### config.mk
export PLATFORM = sky130hd
export DESIGN_NAME = sha256_message_hasher_unit
export DESIGN_NICKNAME = d
export VERILOG_FILES = /design/src/hdl/sha_pkg.sv /design/src/hdl/sha_ram.sv /design/src/hdl/sha256_message_hasher_unit.sv
export SDC_FILE = /design/constraint.sdc
export NUM_CORES = 2
export LEC_CHECK = 0
export ABC_CLOCK_PERIOD_IN_PS = 19000
export BUFFER_PORTS_ARGS = -buffer_cell sky130_fd_sc_hd__buf_2
export CAP_MARGIN = 20
export CORE_MARGIN = 10
export CORE_UTILIZATION = 50
export DETAILED_ROUTE_END_ITERATION = 8
export PLACE_DENSITY = 0.65
export SYNTH_ARGS = -nofsm -noshare
export SYNTH_HDL_FRONTEND = slang
export SYNTH_SLANG_ARGS = --single-unit
### constraint.sdc
create_clock -name clk_i -period 19 [get_ports clk_i]
set_input_delay 0 -clock clk_i [delete_from_list [all_inputs] [get_ports clk_i]]
set_output_delay 0 -clock clk_i [all_outputs]
set_load 0.1 [all_outputs]
### src/hdl/sha_pkg.sv
`default_nettype none

package sha_pkg;

  localparam int unsigned CHAIN_WORDS = 8;
  localparam int unsigned ROUNDS      = 64;

  localparam logic [7:0] PAD_MARKER = 8'h80;

  typedef struct packed {
    logic [7:0] data_byte;
    logic       has_byte;
    logic       last_of_message;
  } in_t;

  typedef struct packed {
    logic [31:0] digest_word;
    logic [2:0]  word_number;
    logic [31:0] folded_digest;
    logic        last_word;
  } out_t;

  localparam logic [31:0] INIT_H [CHAIN_WORDS] = '{
    32'h6a09e667, 32'hbb67ae85, 32'h3c6ef372, 32'ha54ff53a,
    32'h510e527f, 32'h9b05688c, 32'h1f83d9ab, 32'h5be0cd19
  };

  localparam logic [31:0] ROUND_K [ROUNDS] = '{
    32'h428a2f98, 32'h71374491, 32'hb5c0fbcf, 32'he9b5dba5,
    32'h3956c25b, 32'h59f111f1, 32'h923f82a4, 32'hab1c5ed5,
    32'hd807aa98, 32'h12835b01, 32'h243185be, 32'h550c7dc3,
    32'h72be5d74, 32'h80deb1fe, 32'h9bdc06a7, 32'hc19bf174,
    32'he49b69c1, 32'hefbe4786, 32'h0fc19dc6, 32'h240ca1cc,
    32'h2de92c6f, 32'h4a7484aa, 32'h5cb0a9dc, 32'h76f988da,
    32'h983e5152, 32'ha831c66d, 32'hb00327c8, 32'hbf597fc7,
    32'hc6e00bf3, 32'hd5a79147, 32'h06ca6351, 32'h14292967,
    32'h27b70a85, 32'h2e1b2138, 32'h4d2c6dfc, 32'h53380d13,
    32'h650a7354, 32'h766a0abb, 32'h81c2c92e, 32'h92722c85,
    32'ha2bfe8a1, 32'ha81a664b, 32'hc24b8b70, 32'hc76c51a3,
    32'hd192e819, 32'hd6990624, 32'hf40e3585, 32'h106aa070,
    32'h19a4c116, 32'h1e376c08, 32'h2748774c, 32'h34b0bcb5,
    32'h391c0cb3, 32'h4ed8aa4a, 32'h5b9cca4f, 32'h682e6ff3,
    32'h748f82ee, 32'h78a5636f, 32'h84c87814, 32'h8cc70208,
    32'h90befffa, 32'ha4506ceb, 32'hbef9a3f7, 32'hc67178f2
  };

  function automatic logic [31:0] big_sigma0(input logic [31:0] x);
    return {x[1:0], x[31:2]} ^ {x[12:0], x[31:13]} ^ {x[21:0], x[31:22]};
  endfunction

  function automatic logic [31:0] big_sigma1(input logic [31:0] x);
    return {x[5:0], x[31:6]} ^ {x[10:0], x[31:11]} ^ {x[24:0], x[31:25]};
  endfunction

  function automatic logic [31:0] small_sigma0(input logic [31:0] x);
    return {x[6:0], x[31:7]} ^ {x[17:0], x[31:18]} ^ {3'b000, x[31:3]};
  endfunction

  function automatic logic [31:0] small_sigma1(input logic [31:0] x);
    return {x[16:0], x[31:17]} ^ {x[18:0], x[31:19]} ^ {10'b0, x[31:10]};
  endfunction

  function automatic logic [31:0] choose(input logic [31:0] e, input logic [31:0] f,
                                         input logic [31:0] g);
    return (e & f) ^ (~e & g);
  endfunction

  function automatic logic [31:0] majority(input logic [31:0] a, input logic [31:0] b,
                                           input logic [31:0] c);
    return (a & b) ^ (a & c) ^ (b & c);
  endfunction

endpackage

`default_nettype wire

### src/hdl/sha_ram.sv
`default_nettype none

module sha_ram #(
  parameter int unsigned WIDTH = 32,
  parameter int unsigned DEPTH = 16
) (
  input  wire logic                     clk_i,
  input  wire logic                     wr_en_i,
  input  wire logic [$clog2(DEPTH)-1:0] wr_addr_i,
  input  wire logic [WIDTH-1:0]         wr_data_i,
  input  wire logic                     rd_en_i,
  input  wire logic [$clog2(DEPTH)-1:0] rd_addr_i,
  output logic      [WIDTH-1:0]         rd_data_o
);

  logic [WIDTH-1:0] mem_q [DEPTH];

  always_ff @(posedge clk_i) begin
    if (wr_en_i) begin
      mem_q[wr_addr_i] <= wr_data_i;
    end
    if (rd_en_i) begin
      rd_data_o <= mem_q[rd_addr_i];
    end
  end

endmodule

`default_nettype wire

### src/hdl/sha256_message_hasher_unit.sv
`default_nettype none

// SHA-256 hasher over a byte stream.
// Input channel: one request per byte (in_data_i.has_byte), with last_of_message
// closing the message; a request with neither flag is taken and dropped. A byte
// request is taken while the unit is idle. When the 64th byte of a block lands,
// the input stalls while the block is compressed: the chaining words are fetched
// from their RAM, the 64 rounds run (one round a cycle, fed by the 16-word block
// RAM and a 16-word rolling schedule), then the chaining words are read, added
// and written back. On the last request the block pads: up to 16 pad words are
// written into the block RAM, then a compression follows, twice when the length
// no longer fits. Output channel: eight requests per message, word 0 first, each
// also carrying the XOR fold of the digest (a zero fold is sent as 1). A word is
// fetched from the chaining RAM into its read register, then loaded into the
// output register; a stall on out_stall_i holds the register and delays the next
// fetch. The input reopens once word 7 is loaded.
// Reset: asynchronous, active low; the chaining RAM reads as the initial hash
// values through per-entry valid flags, so no clearing pass is needed.

module sha256_message_hasher_unit (
  input  wire logic         clk_i,
  input  wire logic         rst_ni,
  input  wire logic         in_valid_i,
  output logic              in_stall_o,
  input  wire sha_pkg::in_t in_data_i,
  output logic              out_valid_o,
  input  wire logic         out_stall_i,
  output sha_pkg::out_t     out_data_o
);

  typedef enum logic [2:0] {
    ST_IDLE,
    ST_PAD,
    ST_LOAD,
    ST_ROUND,
    ST_FINISH,
    ST_OUT
  } state_e;

  state_e       state_q;
  logic [6:0]   cnt_q;
  logic [5:0]   fill_q;
  logic [60:0]  count_q;
  logic [3:0]   widx_q;
  logic [2:0]   out_idx_q;
  logic         pad_q;
  logic         final_q;
  logic         marker_done_q;
  logic         rd_pend_q;
  logic         out_valid_q;
  logic [7:0]   chain_valid_q;
  logic         rd_valid_q;
  logic [2:0]   rd_addr_q;

  logic [31:0]  acc_q;
  logic [31:0]  wv_q [8];
  logic [31:0]  sch_q [16];
  logic [31:0]  fold_q;
  sha_pkg::out_t out_q;

  logic         in_fire;
  logic         out_fire;
  logic         out_issue;
  logic         out_load;
  logic [5:0]   fill_nx;

  logic         chain_re;
  logic [2:0]   chain_raddr;
  logic         chain_we;
  logic [31:0]  chain_wdata;
  logic [31:0]  chain_rdata;
  logic [31:0]  chain_rd;

  logic         buf_we;
  logic [3:0]   buf_waddr;
  logic [31:0]  buf_wdata;
  logic         buf_re;
  logic [31:0]  buf_rdata;

  logic         len_blk;
  logic [63:0]  bit_len;
  logic [31:0]  pad_word;
  logic [31:0]  marker_word;

  logic [5:0]   rnd_idx;
  logic [31:0]  w_cur;
  logic [31:0]  t1;
  logic [31:0]  t2;
  logic [31:0]  fold_fix;

  assign in_fire   = in_valid_i && (state_q == ST_IDLE);
  assign out_fire  = out_valid_q && !out_stall_i;
  // Fetch the next word only when the output register is empty next cycle.
  assign out_issue = (state_q == ST_OUT) && !rd_pend_q && (!out_valid_q || !out_stall_i);
  assign out_load  = (state_q == ST_OUT) && rd_pend_q;
  assign fill_nx   = in_data_i.has_byte ? fill_q + 6'd1 : fill_q;

  // Chaining words: entries never written since the last message read as the IV.
  assign chain_rd    = rd_valid_q ? chain_rdata : sha_pkg::INIT_H[rd_addr_q];
  assign chain_re    = (((state_q == ST_LOAD) || (state_q == ST_FINISH)) && (cnt_q < 7'd8))
                       || out_issue;
  assign chain_raddr = (state_q == ST_OUT) ? out_idx_q : cnt_q[2:0];
  // Write-back of entry j overlaps the read of entry j+1 only, so no forwarding.
  assign chain_we    = (state_q == ST_FINISH) && (cnt_q != 7'd0);
  assign chain_wdata = chain_rd + wv_q[0];

  sha_ram #(
    .WIDTH (32),
    .DEPTH (8)
  ) u_chain_ram (
    .clk_i     (clk_i),
    .wr_en_i   (chain_we),
    .wr_addr_i (rd_addr_q),
    .wr_data_i (chain_wdata),
    .rd_en_i   (chain_re),
    .rd_addr_i (chain_raddr),
    .rd_data_o (chain_rdata)
  );

  // Padding: marker word at the fill position, length in the last two words.
  assign len_blk = marker_done_q || (fill_q[5:3] != 3'd7);
  assign bit_len = {count_q, 3'b000};

  always_comb begin
    case (fill_q[1:0])
      2'd0:    marker_word = {sha_pkg::PAD_MARKER, 24'h0};
      2'd1:    marker_word = {acc_q[7:0], sha_pkg::PAD_MARKER, 16'h0};
      2'd2:    marker_word = {acc_q[15:0], sha_pkg::PAD_MARKER, 8'h0};
      default: marker_word = {acc_q[23:0], sha_pkg::PAD_MARKER};
    endcase
  end

  always_comb begin
    if (!marker_done_q && (widx_q == fill_q[5:2])) begin
      pad_word = marker_word;
    end else if (len_blk && (widx_q == 4'd14)) begin
      pad_word = bit_len[63:32];
    end else if (len_blk && (widx_q == 4'd15)) begin
      pad_word = bit_len[31:0];
    end else begin
      pad_word = 32'h0;
    end
  end

  assign buf_we    = (in_fire && in_data_i.has_byte && (fill_q[1:0] == 2'd3))
                     || (state_q == ST_PAD);
  assign buf_waddr = (state_q == ST_PAD) ? widx_q : fill_q[5:2];
  assign buf_wdata = (state_q == ST_PAD) ? pad_word : {acc_q[23:0], in_data_i.data_byte};
  assign buf_re    = (state_q == ST_ROUND) && (cnt_q < 7'd16);

  sha_ram #(
    .WIDTH (32),
    .DEPTH (16)
  ) u_block_ram (
    .clk_i     (clk_i),
    .wr_en_i   (buf_we),
    .wr_addr_i (buf_waddr),
    .wr_data_i (buf_wdata),
    .rd_en_i   (buf_re),
    .rd_addr_i (cnt_q[3:0]),
    .rd_data_o (buf_rdata)
  );

  // Round datapath: round cnt_q-1 runs while the block RAM word for it arrives.
  assign rnd_idx = 6'(cnt_q - 7'd1);
  assign w_cur   = (cnt_q <= 7'd16) ? buf_rdata
                 : sha_pkg::small_sigma1(sch_q[14]) + sch_q[9]
                   + sha_pkg::small_sigma0(sch_q[1]) + sch_q[0];
  assign t1      = wv_q[7] + sha_pkg::big_sigma1(wv_q[4])
                   + sha_pkg::choose(wv_q[4], wv_q[5], wv_q[6])
                   + sha_pkg::ROUND_K[rnd_idx] + w_cur;
  assign t2      = sha_pkg::big_sigma0(wv_q[0]) + sha_pkg::majority(wv_q[0], wv_q[1], wv_q[2]);
  assign fold_fix = (fold_q == 32'h0) ? 32'h1 : fold_q;

  // Sequencer and control state.
  always_ff @(posedge clk_i or negedge rst_ni) begin
    if (!rst_ni) begin
      state_q       <= ST_IDLE;
      cnt_q         <= '0;
      fill_q        <= '0;
      count_q       <= '0;
      widx_q        <= '0;
      out_idx_q     <= '0;
      pad_q         <= 1'b0;
      final_q       <= 1'b0;
      marker_done_q <= 1'b0;
      rd_pend_q     <= 1'b0;
      out_valid_q   <= 1'b0;
      chain_valid_q <= '0;
      rd_valid_q    <= 1'b0;
    end else begin
      if (chain_re) begin
        rd_valid_q <= chain_valid_q[chain_raddr];
      end
      if (chain_we) begin
        chain_valid_q[rd_addr_q] <= 1'b1;
      end
      if (out_load) begin
        out_valid_q <= 1'b1;
      end else if (out_fire) begin
        out_valid_q <= 1'b0;
      end
      case (state_q)
        ST_IDLE: begin
          if (in_fire) begin
            if (in_data_i.has_byte) begin
              fill_q  <= fill_nx;
              count_q <= count_q + 61'd1;
            end
            if (in_data_i.has_byte && (fill_q == 6'd63)) begin
              // Full block: compress now, pad afterwards if this ends the message.
              state_q <= ST_LOAD;
              cnt_q   <= '0;
              pad_q   <= in_data_i.last_of_message;
            end else if (in_data_i.last_of_message) begin
              state_q <= ST_PAD;
              widx_q  <= fill_nx[5:2];
              pad_q   <= 1'b1;
            end
          end
        end
        ST_PAD: begin
          widx_q <= widx_q + 4'd1;
          if (widx_q == 4'd15) begin
            state_q       <= ST_LOAD;
            cnt_q         <= '0;
            marker_done_q <= 1'b1;
            final_q       <= len_blk;
          end
        end
        ST_LOAD: begin
          cnt_q <= cnt_q + 7'd1;
          if (cnt_q == 7'd8) begin
            state_q <= ST_ROUND;
            cnt_q   <= '0;
          end
        end
        ST_ROUND: begin
          cnt_q <= cnt_q + 7'd1;
          if (cnt_q == 7'd64) begin
            state_q <= ST_FINISH;
            cnt_q   <= '0;
          end
        end
        ST_FINISH: begin
          cnt_q <= cnt_q + 7'd1;
          if (cnt_q == 7'd8) begin
            cnt_q <= '0;
            if (final_q) begin
              state_q   <= ST_OUT;
              out_idx_q <= '0;
            end else if (pad_q) begin
              state_q <= ST_PAD;
              widx_q  <= '0;
            end else begin
              state_q <= ST_IDLE;
            end
          end
        end
        ST_OUT: begin
          rd_pend_q <= out_issue;
          if (out_load) begin
            out_idx_q <= out_idx_q + 3'd1;
            if (out_idx_q == 3'd7) begin
              // Last word is in the output register: restart for the next message.
              state_q       <= ST_IDLE;
              chain_valid_q <= '0;
              fill_q        <= '0;
              count_q       <= '0;
              pad_q         <= 1'b0;
              final_q       <= 1'b0;
              marker_done_q <= 1'b0;
            end
          end
        end
        default: begin
          state_q <= ST_IDLE;
        end
      endcase
    end
  end

  // Datapath registers.
  always_ff @(posedge clk_i) begin
    if (chain_re) begin
      rd_addr_q <= chain_raddr;
    end
    if (in_fire && in_data_i.has_byte) begin
      acc_q <= {acc_q[23:0], in_data_i.data_byte};
    end
    if (((state_q == ST_LOAD) || (state_q == ST_FINISH)) && (cnt_q != 7'd0)) begin
      for (int i = 0; i < 7; i++) begin
        wv_q[i] <= wv_q[i+1];
      end
      wv_q[7] <= chain_rd;
    end
    if ((state_q == ST_ROUND) && (cnt_q != 7'd0)) begin
      wv_q[0] <= t1 + t2;
      wv_q[1] <= wv_q[0];
      wv_q[2] <= wv_q[1];
      wv_q[3] <= wv_q[2];
      wv_q[4] <= wv_q[3] + t1;
      wv_q[5] <= wv_q[4];
      wv_q[6] <= wv_q[5];
      wv_q[7] <= wv_q[6];
      for (int i = 0; i < 15; i++) begin
        sch_q[i] <= sch_q[i+1];
      end
      sch_q[15] <= w_cur;
    end
    if (state_q == ST_FINISH) begin
      if (cnt_q == 7'd0) begin
        fold_q <= '0;
      end else begin
        fold_q <= fold_q ^ chain_wdata;
      end
    end
    if (out_load) begin
      out_q.digest_word   <= chain_rd;
      out_q.word_number   <= out_idx_q;
      out_q.folded_digest <= fold_fix;
      out_q.last_word     <= (out_idx_q == 3'd7);
    end
  end

  assign in_stall_o  = (state_q != ST_IDLE);
  assign out_valid_o = out_valid_q;
  assign out_data_o  = out_q;

`ifndef NO_ASSERTIONS
  a_load_into_empty: assert property (@(posedge clk_i) disable iff (!rst_ni)
    rd_pend_q |-> !out_valid_q)
    else $error("output register overwritten while full");

  a_idle_no_fetch: assert property (@(posedge clk_i) disable iff (!rst_ni)
    (state_q == ST_IDLE) |-> !rd_pend_q)
    else $error("digest fetch pending while taking input");

  a_chain_written: assert property (@(posedge clk_i) disable iff (!rst_ni)
    (state_q == ST_OUT) |-> (chain_valid_q == 8'hff))
    else $error("digest read from unwritten chaining entry");

  a_last_word_idx: assert property (@(posedge clk_i) disable iff (!rst_ni)
    (out_valid_q && out_q.last_word) |-> (out_q.word_number == 3'd7))
    else $error("last word flag on wrong word");
`endif

endmodule

`default_nettype wire
==> metrics.md <==
| Metric | Value |
|---|---|
| P&R area growth vs syn | 11.07% |
| Vias in the first global route | 51970 |
| DR DRC count | 0 |
| Most used cell, CP | inv_1 |
| Highest Clock Rate | 82.69 MHz |
| HP Start | out_stall_i |
| Critical Path RT | 19.54 ns |
| Final Hold Vio Count | 0 |
| H-tree depth | 4 |
| Largest net degree at the start of global routing | between 150 and 200 |
| FF-to-FF Start | cnt_q[0]$_DFFE_PN0P_ |
| R2r worst-path depth | 39 |
| Max clock buf depth | 3 |
| Sequential-to-total area share from yosys stat | 62.64% |
| Crit path largest cell delay | between 0.9 and 1 ns |
| CP top delay family | adder cells |
| Final min period | 12.09 ns |
| Average wire per standard cell | 25.10 um |
| CTS Buf Count | 184 |
| Ys Warns | 0 |
| Worst-Margin Slew | 1.196 ns |
| Fill cells | 14000 |
| R2r setup slk | 6.91 ns |
| RSZ-0062 raised after global routing | no |
| Final worst-path cycle share | 63.65% |
| Hold path endpoint | out_valid_o$_DFFE_PN0P_ |
| Pins Over Slew Limit | 0 |
| DR vias | 53640 |
| CTS tree | yes |
| Syn Nets | slightly above 7000 |
| Hold WC Path Type | in -> reg |
| Setup TNS | 0 ns |
| Setup Skew | 0.08162 ns |
| R2r endpoint | wv_q[0][30]$_DFFE_PP_ |
| I/O pin count | 84 |
| Commonest non-fill, non-tap cell in the layout | edfxtp_1 |
| Synth Cell Area | approximately 87000 um^2 |
| Synth cell types | 90 |
| Gr ovfl total | 0 |
| Post-route antenna net violation count | 0 |
| CTS Sinks | 1825 |
| Syn Area/Cell | 13.05 um^2 |
| Root Driver | clkbuf_16 |
| FF/Latch Area | approximately 54000 um^2 |
| Status | completed |
| Most frequent cells in the layout | 1727 x edfxtp_1, 1122 x nand2_1, 385 x inv_1 |
| Yosys reg bits | 1825 |
| Die Y | 436.4 um |
| Cells after Synth | roughly 6600 |
| DIE WIDTH | ~440 um |
| MaxCap Viol Count | 0 |
| Crit-path max FO | 45 |
| Initial DRC Count | 6773 |
| Worst Setup Start Kind | flip-flop |
| First-pass GRT wire length | 341000 um |
| Clock latency on the worst-skew pair | 0.83 ns |
| Layout cells sized above 1 | 11.09% |
| Post-CTS setup buffer count | 0 |
| IO Port Bufs | 83 |
| Final worst slack | 6.906 ns |
| Arrival time worst endpoint | 12.64 ns |
| Final HPWL DP | 153000 um |
| RD Place Congestion | roughly 0.9 |
| Total track usage | 23.61% |
| Slowest CP cell | ha_2 |
| Worst Path Buf+Inv | 9 |
| Clk slew on worst S/H paths | 0.07 ns |
| Worst Hold Path Cells | 4 |
| Setup CP Type | reg -> reg |
| CTS resizes | 0 |
| Final wirelength | 230200 um |
| Place WS | 7.097 ns |
| Max_slew headroom | 19.46% |
| Core area | 171900 um^2 |
| DR pass1 iterations | 9 |
| Async set-reset flop share out of synthesis | 5.370% |
| Initial Util | 50.43% |
| Die area | 190500 um^2 |
| Cell Rows | about 150 |
| Ys flop type | edfxtp_1 |
| Vias per cell | 5.847 |
| Final setup vio count | 0 |
| Total Nets Final | 7096 |
| Initial antenna violation count | 8 |
| Post-synth EDFFs | 1727 |
| CP Capture Type | flip-flop |
| Multi-input logic area | approximately 30000 um^2 |
| CP Launch Point | cnt_q[0]$_DFFE_PN0P_ |
-- worst register-to-register path: cells and delay by family (launching register included) --
family	cells	cell delay, ns
adder cells (fa/ha/maj)	8	3.78
buffers and inverters	9	2.58
AO/OA/AOI/OAI	17	3.51
XOR/XNOR	2	0.39
AND/OR/NAND/NOR	3	0.82
flip-flops	1	0.76
-- cells by family (layout without fill, tap and decap cells) --
group                      after synthesis  in the layout  share of synthesized area, %
xor gates and xnor gates               471            471                         4.849
adders and majority gates              382            382                         7.155
DFF                                   1825           1825                         62.64
other                                    0              2                             0
buffers and inverters                  758            975                         3.290
muxes                                  220            220                         4.921
AOI/OAI and AO/OA                     1051           1051                         7.613
and+or+nand+nor                       1938           1938                         9.528
-- flip-flops by register name (all words and copies together) (netlist names), 3 cells and up --
| signal | count |
|---|---|
| u_chain_ram.mem_q | 256 |
| u_block_ram.rd_data_o | 32 |
| acc_q | 24 |
| u_chain_ram.rd_data_o | 32 |
| sch_q | 512 |
| cnt_q | 7 |
| count_q | 61 |
| out_idx_q | 3 |
| out_data_o | 68 |
| rd_addr_q | 3 |
| u_block_ram.mem_q | 512 |
| chain_valid_q | 8 |
| widx_q | 4 |
| state_q | 3 |
| fill_q | 6 |
| fold_q | 32 |
| wv_q | 256 |
-- worst max path at each step --
stage                            endpoint  slack [ns]  cells past startpoint
finish              wv_q[0][30]$_DFFE_PP_        6.91                     39
global route        wv_q[0][30]$_DFFE_PP_        6.06                     39
CTS                 wv_q[0][30]$_DFFE_PP_        7.08                     39
detailed placement  wv_q[0][30]$_DFFE_PP_        7.10                     39
global placement    wv_q[0][30]$_DFFE_PP_        7.22                     39
floorplan           sch_q[0][0]$_DFFE_PP_        2.42                      8
-- metal layers --
metal | routed length (um) | GRT usage [%] | vias up | share of wire [%]
li1 | - | - | 24010 | -
met4 | 6488 | 6.580 | 8 | 2.8
met5 | 57 | 0 | - | 0.025
met3 | 18100 | 4.022 | 340 | 7.9
met1 | 99270 | 34.60 | 27190 | 43
met2 | 106300 | 36.44 | 2083 | 46
-- area by class of cell --
type                    instances  share of cell area (%)
repair buffers                238                   1.840
clock inverters               113                   1.163
flip-flops and latches       1825                   56.41
clock buffers                 231                   5.019
diodes                          2                0.005197
inverters                     393                   1.542
well taps                    2310                   3.001
multi-input cells            4062                   31.02
-- what timing repair did --
action / 4_1_cts / 5_1_grt
hold buffers: 26 / 0
endpoints found under the hold margin: 244 / 0
setup endpoints to repair: 0 / 0
-- stage by stage --
| stage | cells | utilization (%) | hold slack, ns | instance area, um^2 |
|---|---|---|---|---|
| global placement | 8795 | 52.33 | 0.08771 | 89970 |
| detailed placement | 8795 | 52.33 | 0.09244 | 89970 |
| CTS | 9165 | 55.95 | 0.1054 | 96200 |
| finish | 9174 | 56.01 | 0.1463 | 96300 |
| floorplan | 6645 | - | -0.2956 | 86700 |
| global route | 9172 | 56.01 | 0.1416 | 96290 |
-- Yosys cell counts (17+ instances only) --
master | n | area (um^2)
a211oi_1 | 40 | 300.3
a21o_1 | 108 | 810.8
a21oi_1 | 247 | 1236
a221oi_1 | 17 | 148.9
a31oi_1 | 31 | 193.9
and3_1 | 43 | 269.0
buf_1 | 43 | 161.4
clkbuf_1 | 318 | 1194
dfrtp_1 | 98 | 2452
edfxtp_1 | 1727 | 51860
fa_1 | 191 | 3824
ha_1 | 187 | 2340
inv_1 | 388 | 1456
mux2_2 | 50 | 563.0
mux4_2 | 160 | 3603
nand2_1 | 1122 | 4212
nand2b_1 | 39 | 244.0
nand3_1 | 239 | 1196
nand4_1 | 17 | 106.4
nor2_1 | 307 | 1152
nor2b_1 | 19 | 118.9
nor3_1 | 51 | 255.2
nor4_1 | 18 | 112.6
o211ai_1 | 30 | 225.2
o21a_1 | 17 | 127.6
o21ai_0 | 344 | 1722
o21bai_1 | 18 | 135.1
o31ai_1 | 31 | 232.7
or3_1 | 24 | 150.1
xnor2_1 | 318 | 2785
xor2_1 | 146 | 1279
Power is left out: the tool's default activity adds up to more than one toggle a clock period on the data nets, which glitch-free logic cannot reach.
